## src/assert_macros.svh

```systemverilog
// Assertion shorthands used by cedc_parse_core.
`ifndef ASSERT_MACROS_SVH
`define ASSERT_MACROS_SVH

// Same-cycle implication.
`define ASSERT_IMPL(lbl, clk, rstn, ante, cons, msg) \
	lbl: assert property (@(posedge clk) disable iff (!rstn) (ante) |-> (cons)) \
		else $error(msg);

// Next-cycle implication.
`define ASSERT_NEXT(lbl, clk, rstn, ante, cons, msg) \
	lbl: assert property (@(posedge clk) disable iff (!rstn) (ante) |=> (cons)) \
		else $error(msg);

`endif

```

## src/cedc_pkg.sv

```systemverilog
package cedc_pkg;

	localparam logic [7:0] OVF_VALUE_RST = 8'd127;

	localparam logic [7:0] CH_NUL    = 8'h00;
	localparam logic [7:0] CH_BSLASH = 8'h5C;
	localparam logic [7:0] CH_LX     = 8'h78;
	localparam logic [7:0] CH_UX     = 8'h58;
	localparam logic [7:0] CH_LA     = 8'h61;
	localparam logic [7:0] CH_LB     = 8'h62;
	localparam logic [7:0] CH_LF     = 8'h66;
	localparam logic [7:0] CH_LN     = 8'h6E;
	localparam logic [7:0] CH_LR     = 8'h72;
	localparam logic [7:0] CH_LT     = 8'h74;
	localparam logic [7:0] CH_LV     = 8'h76;
	localparam logic [7:0] CH_D0     = 8'h30;
	localparam logic [7:0] CH_D9     = 8'h39;
	localparam logic [7:0] CH_UA     = 8'h41;
	localparam logic [7:0] CH_UF     = 8'h46;
	localparam logic [7:0] CH_LFHEX  = 8'h66;

	localparam logic [7:0] CTL_BEL = 8'd7;
	localparam logic [7:0] CTL_BS  = 8'd8;
	localparam logic [7:0] CTL_HT  = 8'd9;
	localparam logic [7:0] CTL_LF  = 8'd10;
	localparam logic [7:0] CTL_VT  = 8'd11;
	localparam logic [7:0] CTL_FF  = 8'd12;
	localparam logic [7:0] CTL_CR  = 8'd13;

	// APB register index (byte address bit 2 and up)
	localparam logic REG_OVF_VALUE = 1'b0;

	typedef enum logic [1:0] {
		STAT_OK    = 2'd0,
		STAT_RANGE = 2'd1,
		STAT_NOHEX = 2'd2
	} status_t;

	typedef enum logic [2:0] {
		PH_IDLE,
		PH_ESC,
		PH_HEXFIRST,
		PH_HEX,
		PH_HEXPFX,
		PH_OCT
	} phase_t;

	typedef struct packed {
		logic       ok;
		logic [3:0] val;
	} digit_t;

	typedef struct packed {
		logic       hit;
		logic [7:0] val;
	} esc_map_t;

	function automatic digit_t hex_digit(input logic [7:0] b);
		digit_t r;
		r.ok  = 1'b0;
		r.val = '0;
		if (b >= CH_D0 && b <= CH_D9) begin
			r.ok  = 1'b1;
			r.val = b[3:0];
		end else if ((b >= CH_LA && b <= CH_LFHEX) || (b >= CH_UA && b <= CH_UF)) begin
			r.ok  = 1'b1;
			r.val = 4'(b[2:0] + 3'd1) + 4'd8;
		end
		return r;
	endfunction

	function automatic logic is_oct(input logic [7:0] b);
		return b[7:3] == CH_D0[7:3];
	endfunction

	function automatic esc_map_t esc_map(input logic [7:0] b);
		esc_map_t r;
		r.hit = 1'b1;
		unique case (b)
			CH_LA:     r.val = CTL_BEL;
			CH_LB:     r.val = CTL_BS;
			CH_LF:     r.val = CTL_FF;
			CH_LN:     r.val = CTL_LF;
			CH_LR:     r.val = CTL_CR;
			CH_LT:     r.val = CTL_HT;
			CH_LV:     r.val = CTL_VT;
			CH_BSLASH: r.val = CH_BSLASH;
			default: begin
				r.hit = 1'b0;
				r.val = b;
			end
		endcase
		return r;
	endfunction

endpackage

```

## src/cedc_if.sv

```systemverilog
interface cedc_in_if;
	logic       valid;
	logic       ready;
	logic [7:0] in_byte;
	logic       start_req;

	modport source (output valid, output in_byte, output start_req, input ready);
	modport sink   (input valid, input in_byte, input start_req, output ready);
endinterface

interface cedc_out_if;
	logic        valid;
	logic        ready;
	logic [7:0]  char_value;
	logic [15:0] consumed;
	logic [1:0]  status;

	modport source (output valid, output char_value, output consumed, output status,
		input ready);
	modport sink   (input valid, input char_value, input consumed, input status,
		output ready);
endinterface

```

## src/c_escape_char_decoder_unit.sv

```systemverilog
// Channel  Dir  Payload                              Handshake
// din      in   in_byte[7:0], start_req              valid/ready
// dout     out  char_value[7:0], consumed[15:0],     valid/ready
//               status[1:0]
// apb      in   overflow_value at byte address 0     psel/penable/pwrite, pready=1
//
// One byte per cycle sustained while dout is not stalled; the byte ending the parse passes
// through the input register, then the result register loads its transaction.
// The parse state is updated by combinational logic from the input register.
// arst_n clears the parse state and both valid flags; overflow_value returns to 127.
// A stalled dout holds its transaction while one more byte waits in the input register.
module c_escape_char_decoder_unit
	import cedc_pkg::*;
#(
	parameter int COUNT_BITS = 16
) (
	input  logic        clk,
	input  logic        arst_n,
	cedc_in_if.sink     din,
	cedc_out_if.source  dout,
	input  logic        psel,
	input  logic        penable,
	input  logic        pwrite,
	input  logic [2:0]  paddr,
	input  logic [31:0] pwdata,
	output logic [31:0] prdata,
	output logic        pready
);

	logic [7:0] overflow_value;

	cedc_cfg_regs u_cfg (
		.clk            (clk),
		.arst_n         (arst_n),
		.psel           (psel),
		.penable        (penable),
		.pwrite         (pwrite),
		.paddr          (paddr),
		.pwdata         (pwdata),
		.prdata         (prdata),
		.pready         (pready),
		.overflow_value (overflow_value)
	);

	cedc_parse_core #(
		.COUNT_BITS (COUNT_BITS)
	) u_core (
		.clk            (clk),
		.arst_n         (arst_n),
		.din            (din),
		.dout           (dout),
		.overflow_value (overflow_value)
	);

endmodule

```

## src/cedc_cfg_regs.sv

```systemverilog
module cedc_cfg_regs
	import cedc_pkg::*;
(
	input  logic        clk,
	input  logic        arst_n,
	input  logic        psel,
	input  logic        penable,
	input  logic        pwrite,
	input  logic [2:0]  paddr,
	input  logic [31:0] pwdata,
	output logic [31:0] prdata,
	output logic        pready,
	output logic [7:0]  overflow_value
);

	logic [7:0] ovf_value_q;
	logic       wr_en;

	assign pready = 1'b1;
	assign wr_en  = psel && penable && pwrite && (paddr[2] == REG_OVF_VALUE);

	always_ff @(posedge clk or negedge arst_n) begin
		if (!arst_n) begin
			ovf_value_q <= OVF_VALUE_RST;
		end else if (wr_en) begin
			ovf_value_q <= pwdata[7:0];
		end
	end

	assign prdata         = (paddr[2] == REG_OVF_VALUE) ? {24'd0, ovf_value_q} : 32'd0;
	assign overflow_value = ovf_value_q;

endmodule

```

## src/cedc_parse_core.sv

```systemverilog
`include "assert_macros.svh"

module cedc_parse_core
	import cedc_pkg::*;
#(
	parameter int COUNT_BITS = 16
) (
	input  logic              clk,
	input  logic              arst_n,
	cedc_in_if.sink           din,
	cedc_out_if.source        dout,
	input  logic [7:0]        overflow_value
);

	localparam logic [COUNT_BITS-1:0] CNT_MAX = {COUNT_BITS{1'b1}};

	// input stage
	logic       valid_s1;
	logic [7:0] byte_s1;
	logic       start_s1;
	logic       advance;

	// parse state
	phase_t                phase_q, phase_d;
	logic [7:0]            accum_q, accum_d;
	logic                  ovf_q, ovf_d;
	logic [COUNT_BITS-1:0] count_q, count_d;
	logic                  hsz_q, hsz_d;

	// result register
	logic        out_valid_q;
	logic [7:0]  char_q;
	logic [15:0] consumed_q;
	status_t     status_q;

	logic                  emit;
	logic [7:0]            e_val;
	logic [COUNT_BITS-1:0] e_cnt;
	status_t               e_st;
	logic [15:0]           e_cnt_sat;

	logic [COUNT_BITS-1:0] cnt_inc, cnt_inc2;
	digit_t                hd;
	esc_map_t              em;
	logic [11:0]           hex_sum, oct_sum;

	assign advance   = valid_s1 && (!out_valid_q || dout.ready);
	assign din.ready = !valid_s1 || advance;

	always_ff @(posedge clk or negedge arst_n) begin
		if (!arst_n) begin
			valid_s1 <= 1'b0;
		end else if (din.ready) begin
			valid_s1 <= din.valid;
		end
	end

	always_ff @(posedge clk) begin
		if (din.ready && din.valid) begin
			byte_s1  <= din.in_byte;
			start_s1 <= din.start_req;
		end
	end

	assign cnt_inc  = (count_q == CNT_MAX) ? count_q : count_q + COUNT_BITS'(1);
	assign cnt_inc2 = (cnt_inc == CNT_MAX) ? cnt_inc : cnt_inc + COUNT_BITS'(1);
	assign hd       = hex_digit(byte_s1);
	assign em       = esc_map(byte_s1);
	assign hex_sum  = {accum_q, 4'd0} + {8'd0, hd.val};
	assign oct_sum  = {1'b0, accum_q, 3'd0} + {9'd0, byte_s1[2:0]};

	always_comb begin
		phase_d = phase_q;
		accum_d = accum_q;
		ovf_d   = ovf_q;
		count_d = count_q;
		hsz_d   = hsz_q;
		emit    = 1'b0;
		e_val   = byte_s1;
		e_cnt   = cnt_inc;
		e_st    = STAT_OK;
		if (start_s1) begin
			accum_d = '0;
			ovf_d   = 1'b0;
			hsz_d   = 1'b0;
			phase_d = PH_IDLE;
			if (byte_s1 == CH_NUL) begin
				count_d = '0;
				emit    = 1'b1;
				e_val   = '0;
				e_cnt   = '0;
			end else begin
				count_d = COUNT_BITS'(1);
				e_cnt   = COUNT_BITS'(1);
				if (byte_s1 == CH_BSLASH) begin
					phase_d = PH_ESC;
				end else begin
					emit = 1'b1;
				end
			end
		end else begin
			unique case (phase_q)
				PH_IDLE: begin
				end
				PH_ESC: begin
					count_d = cnt_inc;
					if (byte_s1 == CH_LX) begin
						phase_d = PH_HEXFIRST;
					end else if (!em.hit && is_oct(byte_s1)) begin
						accum_d = {5'd0, byte_s1[2:0]};
						ovf_d   = 1'b0;
						phase_d = PH_OCT;
					end else begin
						emit  = 1'b1;
						e_val = em.val;
					end
				end
				PH_HEXFIRST: begin
					if (!hd.ok) begin
						emit  = 1'b1;
						e_val = '0;
						e_cnt = '0;
						e_st  = STAT_NOHEX;
					end else begin
						count_d = cnt_inc;
						accum_d = {4'd0, hd.val};
						ovf_d   = 1'b0;
						hsz_d   = (hd.val == 4'd0);
						phase_d = PH_HEX;
					end
				end
				PH_HEX: begin
					hsz_d = 1'b0;
					if (hsz_q && (byte_s1 == CH_LX || byte_s1 == CH_UX)) begin
						phase_d = PH_HEXPFX;
					end else if (!hd.ok) begin
						emit  = 1'b1;
						e_cnt = count_q;
						e_val = ovf_q ? overflow_value : accum_q;
						e_st  = ovf_q ? STAT_RANGE : STAT_OK;
					end else begin
						accum_d = hex_sum[7:0];
						ovf_d   = ovf_q || (hex_sum[11:8] != 4'd0);
						count_d = cnt_inc;
					end
				end
				PH_HEXPFX: begin
					if (!hd.ok) begin
						emit  = 1'b1;
						e_val = '0;
						e_cnt = count_q;
					end else begin
						count_d = cnt_inc2;
						accum_d = {4'd0, hd.val};
						phase_d = PH_HEX;
					end
				end
				PH_OCT: begin
					if (is_oct(byte_s1)) begin
						accum_d = oct_sum[7:0];
						ovf_d   = ovf_q || (oct_sum[11:8] != 4'd0);
						count_d = cnt_inc;
					end else begin
						emit  = 1'b1;
						e_cnt = count_q;
						e_val = ovf_q ? overflow_value : accum_q;
						e_st  = ovf_q ? STAT_RANGE : STAT_OK;
					end
				end
				default: phase_d = PH_IDLE;
			endcase
		end
		if (emit) begin
			phase_d = PH_IDLE;
		end
	end

	generate
		if (COUNT_BITS > 16) begin : g_sat
			assign e_cnt_sat = (|e_cnt[COUNT_BITS-1:16]) ? 16'hFFFF : e_cnt[15:0];
		end else begin : g_ext
			assign e_cnt_sat = 16'(e_cnt);
		end
	endgenerate

	always_ff @(posedge clk or negedge arst_n) begin
		if (!arst_n) begin
			phase_q <= PH_IDLE;
			accum_q <= '0;
			ovf_q   <= 1'b0;
			count_q <= '0;
			hsz_q   <= 1'b0;
		end else if (advance) begin
			phase_q <= phase_d;
			accum_q <= accum_d;
			ovf_q   <= ovf_d;
			count_q <= count_d;
			hsz_q   <= hsz_d;
		end
	end

	always_ff @(posedge clk or negedge arst_n) begin
		if (!arst_n) begin
			out_valid_q <= 1'b0;
		end else if (advance) begin
			out_valid_q <= emit;
		end else if (dout.ready) begin
			out_valid_q <= 1'b0;
		end
	end

	always_ff @(posedge clk) begin
		if (advance && emit) begin
			char_q     <= e_val;
			consumed_q <= e_cnt_sat;
			status_q   <= e_st;
		end
	end

	assign dout.valid      = out_valid_q;
	assign dout.char_value = char_q;
	assign dout.consumed   = consumed_q;
	assign dout.status     = status_q;

	`ASSERT_NEXT(a_plain_start_emits, clk, arst_n,
		advance && start_s1 && byte_s1 != CH_BSLASH, out_valid_q && phase_q == PH_IDLE,
		"plain start byte gave no transaction")
	`ASSERT_IMPL(a_nohex_shape, clk, arst_n,
		out_valid_q && status_q == STAT_NOHEX, char_q == 8'd0 && consumed_q == 16'd0,
		"hex-without-digits transaction carries value or count")
	`ASSERT_IMPL(a_hsz_only_in_hex, clk, arst_n,
		hsz_q, phase_q == PH_HEX && accum_q == 8'd0,
		"leading-zero flag set outside a hex digit run")

endmodule

```

## src/flat_wrapper.sv

```systemverilog
// flat-port wrapper written by rule: the top's interface ports become plain ports
module c_escape_char_decoder_unit_flat import cedc_pkg::*;
#(
	parameter int COUNT_BITS = 16
)
  (clk, arst_n, psel, penable, pwrite, paddr, pwdata, prdata, pready, din_valid, din_in_byte, din_start_req, din_ready, dout_valid, dout_char_value, dout_consumed, dout_status, dout_ready);
  cedc_in_if din_i ();
  cedc_out_if dout_i ();
  input  logic clk;
  input  logic arst_n;
  input  logic psel;
  input  logic penable;
  input  logic pwrite;
  input  logic [2:0] paddr;
  input  logic [31:0] pwdata;
  output logic [31:0] prdata;
  output logic pready;
  input wire logic [$bits(din_i.valid)-1:0] din_valid;
  input wire logic [$bits(din_i.in_byte)-1:0] din_in_byte;
  input wire logic [$bits(din_i.start_req)-1:0] din_start_req;
  output wire logic [$bits(din_i.ready)-1:0] din_ready;
  output wire logic [$bits(dout_i.valid)-1:0] dout_valid;
  output wire logic [$bits(dout_i.char_value)-1:0] dout_char_value;
  output wire logic [$bits(dout_i.consumed)-1:0] dout_consumed;
  output wire logic [$bits(dout_i.status)-1:0] dout_status;
  input wire logic [$bits(dout_i.ready)-1:0] dout_ready;
  assign din_i.valid = din_valid;
  assign din_i.in_byte = din_in_byte;
  assign din_i.start_req = din_start_req;
  assign din_ready = din_i.ready;
  assign dout_valid = dout_i.valid;
  assign dout_char_value = dout_i.char_value;
  assign dout_consumed = dout_i.consumed;
  assign dout_status = dout_i.status;
  assign dout_i.ready = dout_ready;
  c_escape_char_decoder_unit #(.COUNT_BITS(COUNT_BITS)) u_core (.clk(clk), .arst_n(arst_n), .din(din_i), .dout(dout_i), .psel(psel), .penable(penable), .pwrite(pwrite), .paddr(paddr), .pwdata(pwdata), .prdata(prdata), .pready(pready));
endmodule
```

## config.mk

```make
export PLATFORM = sky130hd
export DESIGN_NAME = c_escape_char_decoder_unit_flat
export DESIGN_NICKNAME = d
export VERILOG_FILES = /design/src/cedc_pkg.sv /design/src/cedc_if.sv /design/src/c_escape_char_decoder_unit.sv /design/src/cedc_cfg_regs.sv /design/src/cedc_parse_core.sv /design/src/flat_wrapper.sv
export VERILOG_INCLUDE_DIRS = /design/src /design/src/src
export SDC_FILE = /design/constraint.sdc
export NUM_CORES = 1
export LEC_CHECK = 0
export CAP_MARGIN = 10
export CORE_MARGIN = 5
export CORE_UTILIZATION = 55
export DETAILED_ROUTE_END_ITERATION = 12
export DONT_BUFFER_PORTS = 1
export GPL_ROUTABILITY_DRIVEN = 0
export GPL_TIMING_DRIVEN = 0
export PLACE_DENSITY = 0.7
export SETUP_SLACK_MARGIN = 0.4
export SKIP_LAST_GASP = 1
export SYNTH_ARGS = -nofsm -noshare
export SYNTH_HDL_FRONTEND = slang
export SYNTH_SLANG_ARGS = --single-unit
```

## constraint.sdc

```tcl
create_clock -name clk -period 5.8 [get_ports clk]
set_input_delay 0.58 -clock clk [delete_from_list [all_inputs] [get_ports clk]]
set_output_delay 0.58 -clock clk [all_outputs]
set_load 0.05 [all_outputs]
```

==> flow_metrics.env <==
export IMPL_final_util_pct=60.9
export IMPL_worst_slew_pin_slew_ns=1.30
export IMPL_drtPass1Iterations=6
export IMPL_ff_latch_area_mm2=0.00204
export IMPL_slowest_stage="o31ai_1"
export IMPL_core_mm2=0.0113
export IMPL_antenna_found_initial=0
export IMPL_syn_to_final_growth_pct=9.48
export IMPL_cts_max_level=3
export IMPL_outcome="complete, no violations"
export IMPL_cts_path_max_buffers=2
export IMPL_yosys_warnings=0
export IMPL_drive_gt1_share_pct=11.4
export IMPL_end_kind="flop"
export IMPL_hold_viol=0
export IMPL_combPwrFrac_pct=40.7
export IMPL_async_flop_share_pct=52.7
export IMPL_synth_top_cells_by_count="nand2_1, a21oi_1, nor2_1, o21ai_0, clkbuf_1"
export IMPL_gr_total_overflow=0
export IMPL_slowest_delay_ns=1.06
export IMPL_grt_first_pass_wirelength_um=33100
export IMPL_die_h_um=117
export IMPL_internal_power_uw=1390
export IMPL_cp_cell_sequence="inv_1 -> ha_1 -> nand2b_1 -> o21ai_0 -> o31ai_1 -> clkbuf_1 -> clkbuf_1 -> o21ai_0 -> a22oi_1 -> nor2_1"
export IMPL_switchingPower_uw=1360
export IMPL_vias=6683
export IMPL_multiInputGateArea_mm2=0.00386
export IMPL_clock_sinks=74
export IMPL_routed_wl_um=21900
export IMPL_power_switching_share_pct=49.4
export IMPL_clkTransAtPathRegs_ns=0.07
export IMPL_relSlewSlack_pct=13.3
export IMPL_ys_seq_area_share_pct=32.3
export IMPL_setup_violations_final=0
export IMPL_post_cts_buffers=0
export IMPL_cts_resized=0
export IMPL_syn_area_mm2=0.00630
export IMPL_synth_area_leaders="edfxtp_1, dfrtp_1, a21oi_1"
export IMPL_required_ns=5.89
export IMPL_drc=0
export IMPL_setup_tns_ns=0
export IMPL_arrival_ns=4.52
export IMPL_dp_hpwl_um=15900
export IMPL_syn_area_per_cell_um2=8.01
export IMPL_ys_ff_latch=74
export IMPL_ys_types=83
export IMPL_hp_class="in2async"
export IMPL_hold_buffers=1
export IMPL_cts_tree="yes"
export IMPL_antenna_cells=0
export IMPL_crit_fanout=10
export IMPL_timing_final_crit_period_ns=4.44
export IMPL_grt_use_total_pct=31.8
export IMPL_ant_nets=0
export IMPL_dieArea_mm2=0.0137
export IMPL_finalCritPeriodShare_pct=76.5
export IMPL_ios=112
export IMPL_cts_buffers=9
export IMPL_wl_per_cell_um=22.6
export IMPL_clock_latency_ns=0.36
export IMPL_critPathKind="reg2reg"
export IMPL_p_leak_uw=0.00249
export IMPL_grt_setup_unrepaired="no"
export IMPL_grt_max_degree=33
export IMPL_yosysMostFrequentCell="nand2_1"
export IMPL_synth_ff_type="edfxtp_1"
export IMPL_synth_top_area_share_pct=16.7
export IMPL_yosys_area_top_type="edfxtp_1"
export IMPL_clock_skew_ns=0.0117
export IMPL_drv_cap=0
export IMPL_grt_pass1_vias=6100
export IMPL_synth_edff_count=35
export IMPL_port_buffers=0
export IMPL_slew_violations=0
export IMPL_cts_root_buf="clkbuf_16"
export IMPL_vdd_drop_max_mv=0.264
export IMPL_fmaxAchievable_mhz=225
export IMPL_rows=39
export IMPL_nFillCells=977
export IMPL_drt_iter0_drc=1163
export IMPL_fp_dieW_um=117
export IMPL_startpoint_type="flop"
export IMPL_nets=880
export IMPL_power_density_mw_per_mm2=400
export IMPL_syn_inst=786
export IMPL_start_util_pct=55.6
export IMPL_p_clk_share_pct=20.7
export IMPL_p_seq_share_pct=38.7
export IMPL_routed_via_density=6.89
-- worst max-delay path, delay by kind of cell (launching register included) --
family | cells | cell delay, ns
AOI/OAI and AO/OA | 4 | 1.85
buffers and inverters | 3 | 1.35
DFF | 1 | 0.56
adders and majority gates | 1 | 0.26
and+or+nand+nor | 2 | 0.14
-- power groups by stage --
stage          clock network [uW]  logic, uW  registers [uW]
5_1_grt                       589       1190            1090
6_report                      570       1120            1070
2_1_floorplan                   0        798            1040
3_5_place_dp                    0       1060            1070
3_3_place_gp                    0       1030            1070
4_1_cts                       569       1070            1070
-- worst paths after layout --
kind	start	end	slack [ns]	cells past startpoint
setup / recovery	u_core.u_core.byte_s1[0]$_DFFE_PP_	u_core.u_core.dout.consumed[4]$_SDFFCE_PP0P_	1.36	10
hold / removal	arst_n	u_core.u_core.count_q[3]$_DFFE_PN0P_	0.05	1
setup reg to reg	u_core.u_core.byte_s1[0]$_DFFE_PP_	u_core.u_core.dout.consumed[4]$_SDFFCE_PP0P_	1.36	10
hold reg to reg	u_core.u_core.accum_q[7]$_DFFE_PN0P_	u_core.u_core.accum_q[7]$_DFFE_PN0P_	0.52	2
max in group asynchronous	arst_n	u_core.u_core.count_q[15]$_DFFE_PN0P_	5.55	1
min in group clk	din_in_byte[7]	u_core.u_core.byte_s1[7]$_DFFE_PP_	0.32	0
-- cell type report --
class                      count  area share (%)
buffer                        88            6.52
clock buffer                  10            3.63
clock inverter                 6           0.635
inverter                      11           0.599
multi-input combinational    636            56.0
sequential                    74            29.5
tap                          143            2.60
timing repair buffer           2           0.508
-- layout by cell type (no fill, tap or decap), types with 5 or more instances in the layout --
cell type / synthesis / final
a21boi_0: 5 / 5
xnor2_1: 9 / 9
clkbuf_1: 51 / 51
nor3_1: 36 / 36
or2_2: 5 / 5
o21ai_1: 7 / 7
mux2_2: 15 / 15
nand3_1: 18 / 18
a22oi_1: 14 / 14
dfstp_2: 7 / 7
a31oi_1: 10 / 10
o21a_1: 6 / 6
nor2_1: 63 / 62
ha_1: 7 / 7
inv_1: 11 / 11
and2_1: 5 / 5
a21oi_1: 71 / 71
o31ai_1: 15 / 15
nand4_1: 11 / 11
a21o_1: 6 / 6
buf_2: 8 / 8
buf_4: 25 / 25
mux2i_1: 20 / 20
nand2_1: 82 / 82
nand2b_1: 11 / 11
dfrtp_1: 32 / 32
o21ai_0: 62 / 62
o22ai_1: 6 / 6
conb_1: 2 / 25
nor2b_1: 14 / 14
nor4_1: 14 / 14
and3_1: 8 / 8
o41ai_1: 5 / 5
clkbuf_16: 0 / 10
edfxtp_1: 35 / 35
-- sequential cells by signal (all words and copies together), names as in the netlist, 2 cells and up --
register                       count
u_core.u_core.dout.char_value      8
u_core.u_core.accum_q              8
u_core.u_core.dout.consumed       16
u_core.u_core.phase_q              3
u_core.u_cfg.overflow_value        8
u_core.u_core.dout.status          2
u_core.u_core.count_q             16
u_core.u_core.byte_s1              8
-- cell families (layout without fill, tap and decap cells) --
kind of cell / after synthesis / in the layout / synth area share [%]
buffers and inverters: 99 / 117 / 7.79
other: 2 / 25 / 0.119
AO/OA/AOI/OAI: 262 / 262 / 27.0
adder cells (fa/ha/maj): 7 / 7 / 1.39
XOR/XNOR: 13 / 13 / 1.81
flip-flops: 74 / 74 / 32.3
multiplexers: 35 / 35 / 5.86
AND/OR/NAND/NOR: 294 / 294 / 23.7
-- through the flow --
stage	hold WS, ns	cells	worst slack, ns	cell area, um2	total power (uW)
CTS	0.0623	970	1.64	6890	2710
detailed placement	0.286	953	1.65	6580	2140
global route	0.0611	970	1.33	6890	2870
finish	0.0454	970	1.36	6890	2760
floorplan	0.284	809	2.18	6380	1840
global placement	0.286	952	0.916	6560	2100
-- routing by layer --
layer,vias up,GRT usage [%],share of wire [%]
li1,2966,-,-
met1,3041,43.4,39
met2,575,46.5,42
met3,101,9.41,15
met4,0,14.5,5.1
met5,-,0,0
(Power assumes the default switching activity.)
